==> config.mk <==
export PLATFORM = sky130hd
export DESIGN_NAME = rmfb_ctrl
export DESIGN_NICKNAME = d
export VERILOG_FILES = /design/src/sv/rotated_mono_framebuffer_draw_core_defines.svh /design/src/sv/rmfb_pkg.sv /design/src/sv/rmfb_ctrl.sv
export SDC_FILE = /design/constraint.sdc
export NUM_CORES = 1
export LEC_CHECK = 0
export BUFFER_PORTS_ARGS = -buffer_cell sky130_fd_sc_hd__buf_2
export CAP_MARGIN = 20
export CORE_AREA = 2 2 39 41
export CTS_BUF_LIST = sky130_fd_sc_hd__clkbuf_4 sky130_fd_sc_hd__clkbuf_8
export CTS_CLUSTER_SIZE = 40
export DETAILED_ROUTE_END_ITERATION = 10
export DIE_AREA = 0 0 41 43
export GPL_TIMING_DRIVEN = 0
export HOLD_SLACK_MARGIN = 0.03
export PLACE_DENSITY = 0.67
export SLEW_MARGIN = 20
export SYNTH_ARGS = -nofsm -noshare
export SYNTH_HDL_FRONTEND = slang
export SYNTH_SLANG_ARGS = --single-unit
==> constraint.sdc <==
create_clock -name clk -period 1.8 [get_ports clk]
set_input_delay 0.36 -clock clk [delete_from_list [all_inputs] [get_ports clk]]
set_output_delay 0.36 -clock clk [all_outputs]
set_load 0.005 [all_outputs]
==> src/sv/rotated_mono_framebuffer_draw_core_defines.svh <==
// ---------------------------------------------------------------------------
// rotated_mono_framebuffer_draw_core_defines
// assertion macros shared by the draw core
// ---------------------------------------------------------------------------
`ifndef ROTATED_MONO_FRAMEBUFFER_DRAW_CORE_DEFINES_SVH
`define ROTATED_MONO_FRAMEBUFFER_DRAW_CORE_DEFINES_SVH

// same-cycle implication
`define RMFB_ASSERT_IMPL(lbl, ante, cons) \
  lbl: assert property (@(posedge clk) disable iff (!rst_n) (ante) |-> (cons)) \
    else $error("rmfb assertion failed");

// next-cycle implication
`define RMFB_ASSERT_NEXT(lbl, ante, cons) \
  lbl: assert property (@(posedge clk) disable iff (!rst_n) (ante) |=> (cons)) \
    else $error("rmfb assertion failed");

`endif

==> src/sv/rmfb_pkg.sv <==
// ---------------------------------------------------------------------------
// rmfb_pkg
// types, command codes and font table of the rotated frame buffer core
// ---------------------------------------------------------------------------
`timescale 1ns / 1ps

package rmfb_pkg;

  localparam int CW    = 12;
  localparam int ACC_W = 14;

  localparam logic [7:0] CHAR_LOW_A    = 8'd97;
  localparam logic [7:0] CHAR_LOW_Z    = 8'd122;
  localparam logic [7:0] CHAR_CASE_OFS = 8'd32;
  localparam logic [7:0] GLYPH_FIRST   = 8'd32;
  localparam logic [7:0] GLYPH_LAST    = 8'd95;
  localparam logic [7:0] GLYPH_FALLBK  = 8'd63;
  localparam logic [2:0] GLYPH_COL_END = 3'd4;
  localparam logic [2:0] GLYPH_ROW_END = 3'd6;

  typedef enum logic [2:0] {
    CMD_CLEAR = 3'd0,
    CMD_PIXEL = 3'd1,
    CMD_LINE  = 3'd2,
    CMD_READ  = 3'd3,
    CMD_GLYPH = 3'd4
  } cmd_code_t;

  typedef enum logic [3:0] {
    ST_INIT,
    ST_IDLE,
    ST_CLEAR,
    ST_PIXEL,
    ST_LINE,
    ST_GLYPH,
    ST_READ,
    ST_RD_WAIT,
    ST_FINISH
  } fsm_state_t;

  typedef struct packed {
    logic load;
    logic clr_step;
    logic pix_step;
    logic line_step;
    logic glyph_step;
    logic rd_issue;
    logic rd_capture;
    logic out_load;
  } dp_ctrl_t;

  typedef struct packed {
    logic clr_last;
    logic line_last;
    logic glyph_last;
  } dp_stat_t;

  // column i of a glyph sits in bits [8*i +: 7], bit b is row b
  localparam logic [39:0] FONT [64] = '{
    40'h0000000000, 40'h00005F0000, 40'h0007000700, 40'h147F147F14,
    40'h122A7F2A24, 40'h6264081323, 40'h5022554936, 40'h0000030500,
    40'h0041221C00, 40'h001C224100, 40'h082A1C2A08, 40'h08083E0808,
    40'h0000305000, 40'h0808080808, 40'h0000606000, 40'h0204081020,
    40'h3E4549513E, 40'h00407F4200, 40'h4649516142, 40'h314B454121,
    40'h107F121418, 40'h3945454527, 40'h3049494A3C, 40'h0305097101,
    40'h3649494936, 40'h1E29494906, 40'h0000363600, 40'h0000365600,
    40'h4122140800, 40'h1414141414, 40'h0008142241, 40'h0609510102,
    40'h3E41794932, 40'h7E1111117E, 40'h364949497F, 40'h224141413E,
    40'h1C2241417F, 40'h414949497F, 40'h010909097F, 40'h7A4949413E,
    40'h7F0808087F, 40'h00417F4100, 40'h013F414020, 40'h412214087F,
    40'h404040407F, 40'h7F020C027F, 40'h7F1008047F, 40'h3E4141413E,
    40'h060909097F, 40'h5E2151413E, 40'h462919097F, 40'h3149494946,
    40'h01017F0101, 40'h3F4040403F, 40'h1F2040201F, 40'h3F4038403F,
    40'h6314081463, 40'h0708700807, 40'h4345495161, 40'h0041417F00,
    40'h2010080402, 40'h007F414100, 40'h0402010204, 40'h4040404040
  };

endpackage

==> src/sv/rmfb_ctrl.sv <==
// ---------------------------------------------------------------------------
// rmfb_ctrl
// command sequencer of the frame buffer draw core
// ---------------------------------------------------------------------------
`timescale 1ns / 1ps

module rmfb_ctrl
  import rmfb_pkg::*;
(
  input  logic       clk,
  input  logic       rst_n,
  input  logic       in_valid,
  output logic       in_ready,
  input  logic [2:0] in_cmd,
  output logic       out_valid,
  input  logic       out_ready,
  output dp_ctrl_t   ctrl,
  input  dp_stat_t   stat
);

  fsm_state_t state_r, state_nxt;
  logic       out_valid_r, out_valid_nxt;

  always_ff @(posedge clk) begin
    if (!rst_n) begin
      state_r     <= ST_INIT;
      out_valid_r <= 1'b0;
    end else begin
      state_r     <= state_nxt;
      out_valid_r <= out_valid_nxt;
    end
  end

  always_comb begin
    state_nxt     = state_r;
    out_valid_nxt = out_valid_r & ~out_ready;
    ctrl          = '0;
    in_ready      = 1'b0;
    case (state_r)
      ST_INIT: begin
        ctrl.clr_step = 1'b1;
        if (stat.clr_last) state_nxt = ST_IDLE;
      end
      ST_IDLE: begin
        in_ready = 1'b1;
        if (in_valid) begin
          ctrl.load = 1'b1;
          case (in_cmd)
            CMD_CLEAR: state_nxt = ST_CLEAR;
            CMD_PIXEL: state_nxt = ST_PIXEL;
            CMD_LINE:  state_nxt = ST_LINE;
            CMD_READ:  state_nxt = ST_READ;
            CMD_GLYPH: state_nxt = ST_GLYPH;
            default:   state_nxt = ST_FINISH;
          endcase
        end
      end
      ST_CLEAR: begin
        ctrl.clr_step = 1'b1;
        if (stat.clr_last) state_nxt = ST_FINISH;
      end
      ST_PIXEL: begin
        ctrl.pix_step = 1'b1;
        state_nxt     = ST_FINISH;
      end
      ST_LINE: begin
        ctrl.line_step = 1'b1;
        if (stat.line_last) state_nxt = ST_FINISH;
      end
      ST_GLYPH: begin
        ctrl.glyph_step = 1'b1;
        if (stat.glyph_last) state_nxt = ST_FINISH;
      end
      ST_READ: begin
        ctrl.rd_issue = 1'b1;
        state_nxt     = ST_RD_WAIT;
      end
      ST_RD_WAIT: begin
        ctrl.rd_capture = 1'b1;
        state_nxt       = ST_FINISH;
      end
      ST_FINISH: begin
        if (!out_valid_r || out_ready) begin
          ctrl.out_load = 1'b1;
          out_valid_nxt = 1'b1;
          state_nxt     = ST_IDLE;
        end
      end
      default: state_nxt = ST_IDLE;
    endcase
  end

  assign out_valid = out_valid_r;

endmodule

## Word-level counts from Yosys, hierarchy flattened

Cells that the tools add are included.

| operators by class | value |
|---|---|
| equal/unequal tests | 18 |
| multiplexer cells | 21 |
| bitwise gates (word level) | 2 |
| reductions and logical operators | 7 |

Operators with widths:

| kind | count |
|---|---|
| 4-bit case mux with 8 select lines | 1 |
| 4-bit two-way mux | 6 |
| 4-bit case mux with 5 select lines | 1 |
| 4-bit by 3-bit equality test with 1-bit output, second input constant | 4 |
| 1-bit two-way mux | 13 |
| 2-bit inequality test, second input constant | 6 |
| 4-bit by 2-bit equality test with 1-bit output, second input constant | 2 |
| 3-bit by 2-bit equality test with 1-bit output, second input constant | 2 |
| 6-bit AND reduction | 1 |
| 4-bit by 1-bit equality test with 1-bit output, second input constant | 1 |
| 4-bit equality test, second input constant | 1 |
| 4-bit zero test | 1 |
| 2-bit OR reduction | 2 |
| 3-bit by 1-bit equality test with 1-bit output, second input constant | 1 |
| 3-bit equality test, second input constant | 1 |
| 3-bit zero test | 1 |
| 1-bit AND | 1 |
| 1-bit zero test | 1 |
| 1-bit logical OR | 1 |
| 1-bit NOT | 1 |

| word-level totals | value |
|---|---|
| bits in registers | 5 |
| input bits | 10 |
| output and inout bits | 10 |
| logic and storage cells | 50 |

## Depth between registers and ports, before layout

| logic depth | value |
|---|---|
| depth after elaboration | 4 |
| mapped depth | 5 |

## Worst setup path after synthesis

Ideal clock, no wire load.

| timing | value |
|---|---|
| kind | register to output |
| start point | register state_r[1] |
| end point | output port ctrl[7] (netlist name) |
| data arrival time | 1.174 ns |
| data required time | 1.440 ns |
| setup slack | 0.266 ns |
| stages on the path, launching flop included | 5 |
| buffers on the path | 1 |
| cells stage by stage | dfxtp_1 buf_4 or2b_1 nor3_1 and2_1 |

RTL lines:

| element | RTL line | RTL |
|---|---|---|
| start: declaration | rmfb_ctrl.sv:21 | `fsm_state_t state_r, state_nxt;` |
| start signal: assignment | rmfb_ctrl.sv:29 | `state_r <= state_nxt;` |
| end: declaration | rmfb_ctrl.sv:17 | `output dp_ctrl_t ctrl,` |

==> impl_metrics.toml <==
[placement]
io_buffers = 19
placed_area_um2 = 526
place.gp.congestion = 0.725
dp_hpwl_um = 738

[power]
power_switching_share_pct = 39.8
peakVddDrop_mv = 0.516
p_leak_nw = 0.288
powerDensity_nw_per_um2 = 1490
p_comb_share_pct = 62.5
seqPwrFrac_pct = 21.5
p_int_uw = 561
switchingPower_uw = 371
pwr-share-clk_pct = 16.0

[routing]
firstDrtPassIters = 4
ant_nets = 0
routed_via_density = 4.92
route.detailed.drc = 0
avgRoutedWirePerCell_um = 11.0
wl_mm = 1.09
drt_iter0_markers = 10
num_vias = 487

[setup_path]
critical_path_class = "flop to output pin"
critical_path_arrival_ps = 1410
cp-start-kind = "flop"
critical_path_buf_inv_count = 1
crit_family = "simple AND/OR/NAND/NOR gates"
path_cells = "or4b_4 -> and2b_1 -> buf_2"
crit_fanout = 6
crit_slowest_cell = "or4b_4"
critical-path-max-stage-delay_ps = 510
endpoint_kind = "output pin"
worstPathRequired_ps = 1440

[min_path]
hold_class = "input port to flop"

[sta]
fin_skew_ps = 8.18
maxSlewViolCount = 0
setup_violations = 0
period_minus_slack_ps = 1770
max_freq_mhz = 565
slew_headroom_pct = 67.4
period_share_pct = 98.4
hold_viol = 0
tightest_slew_ps = 476
rsz0062_at_grt = "true"

[yosys]
synth.yosys.warnings = 0
synth_cells = 55
synthDistinctLibCells = 25
synth-seq-cells = 5
syn_nets = 65
syn_area_per_cell_um2 = 7.46
synth_seq_area_share_pct = 24.4
synth_area_um2 = 410

[floorplanning]
core_area_um2 = 1380
die-area_um2 = 1760
initial_utilization_pct = 29.7
num_io_pins = 20
num_rows = 14
die_w_um = 41
chipHeight_um = 43

[global_route]
grt_pass1_vias = 409
overflow = 0
grt_pass1_wl_mm = 1.60
grt_usage_pct = 12.8
grt_max_degree = 11
antenna_found_initial = 0

[final_layout]
nNetsFinal = 94
final_area_um2 = 626
syn2layout_area_growth_pct = 52.4
final_common_cell = "buf_2"
utilization_pct = 45.2
antennaDiodeCount = 0
drive_gt1_share_pct = 50.6
num-fill-cells = 151
final_cell_mix = "buf_2 (19), nor2_1 (7), a21oi_1 (7), buf_4 (7), clkbuf_4 (5)"

[clock_network]
clockBufferDepth = 2
cts_hold_buf = 0
cts_tree = "built"
clock_insertion_delay_worst_skew_ps = 240
clock_sinks = 5
cts_buffers = 3
clockRootBuffer = "clkbuf_4"
cts.clk_slew.worst_paths_ps = 50
htree_levels = 1

[outcome]
outcome = "completed"

[run]
drv_cap = 0
path summary, 6_finish.rpt:
kind	from	to	slack, ps	depth (start not counted)
max reg2reg	state_r[2]	state_r[1]	130	4
max	state_r[0]	ctrl[0]	30	3
min	rst_n	state_r[0]	360	3
min reg2reg	out_valid	out_valid	550	2
power by group through the flow:
stage	clock network (mW)	logic [mW]	registers (mW)
after global routing	0.157	0.649	0.205
after detailed placement	0	0.505	0.167
final	0.149	0.583	0.201
after global placement	0	0.497	0.166
after floorplan	0	0.373	0.166
after CTS	0.146	0.528	0.202
through the flow:
stage | power, mW | worst slack, ps | TNS, ps | cells | hold WS, ps
2_1_floorplan | 0.539 | 266 | 0 | 55 | 486
4_1_cts | 0.876 | 2.80 | 0 | 97 | 361
3_5_place_dp | 0.672 | 143 | 0 | 90 | 543
6_report | 0.933 | 28.6 | 0 | 99 | 355
5_1_grt | 1.01 | -1.97 | -3.36 | 99 | 359
3_3_place_gp | 0.663 | 158 | 0 | 90 | 538
cell usage after synthesis:
cell	instances	area (um2)
inv_1	3	11.3
a2111oi_0	1	8.76
or2_2	1	6.26
and2_1	1	6.26
a21oi_1	7	35.0
nor2_1	7	26.3
mux2_2	2	22.5
o32a_2	1	11.3
a221oi_1	1	8.76
or4b_4	1	13.8
dfxtp_1	5	100
or2b_1	1	7.51
nand2_1	1	3.75
o21ai_0	2	10.0
buf_6	1	11.3
buf_2	2	10.0
nand3_1	2	10.0
nor3_1	5	25.0
nor3b_1	2	15.0
and2b_1	1	7.51
a311oi_1	2	17.5
nand2b_1	2	12.5
buf_4	1	7.51
o21ai_1	1	5.00
xnor2_1	2	17.5
flip-flops by register name, indices dropped and copies added, names as in the netlist:
register and flops:
state_r 4, out_valid 1
worst reg2reg max path: cells and delay by family, from the launching register on:
| kind | cells | cell delay [ps] |
|---|---|---|
| buffers and inverters | 1 | 220 |
| flip-flops | 1 | 340 |
| AO/OA/AOI/OAI | 2 | 630 |
| multiplexers | 1 | 370 |
final cells by class:
| type | count | area (um2) | area share (%) |
|---|---|---|---|
| multi-input cells | 43 | 290 | 46.4 |
| repair buffers | 26 | 148 | 23.6 |
| flip-flops and latches | 5 | 108 | 17.2 |
| clock buffers | 4 | 30.0 | 4.80 |
| well taps | 16 | 20.0 | 3.20 |
| plain buffers | 2 | 18.8 | 3.00 |
| inverters | 3 | 11.3 | 1.80 |
kinds of logic after synthesis:
kind of cell	synth area share (%)
mux	5.49
compound gates	23.5
buf+inv	9.76
flops	24.4
simple gates	32.6
xor+xnor	4.27
metal layers:
layer / track usage (%) / wire length, um
met1: 16.5 / 503
met2: 20.9 / 523
met3: 1.57 / 59
met4: 4.00 / 0
met5: 0 / 0
timing repair:
action                                 in CTS  in global routing
buffers inserted                            5                  2
endpoints found under the hold margin       0                  0
gates resized for setup                     7                  4
pin swaps                                   1                  1
setup endpoints to repair                   4                  4
Power figures use the tool's default switching activity.
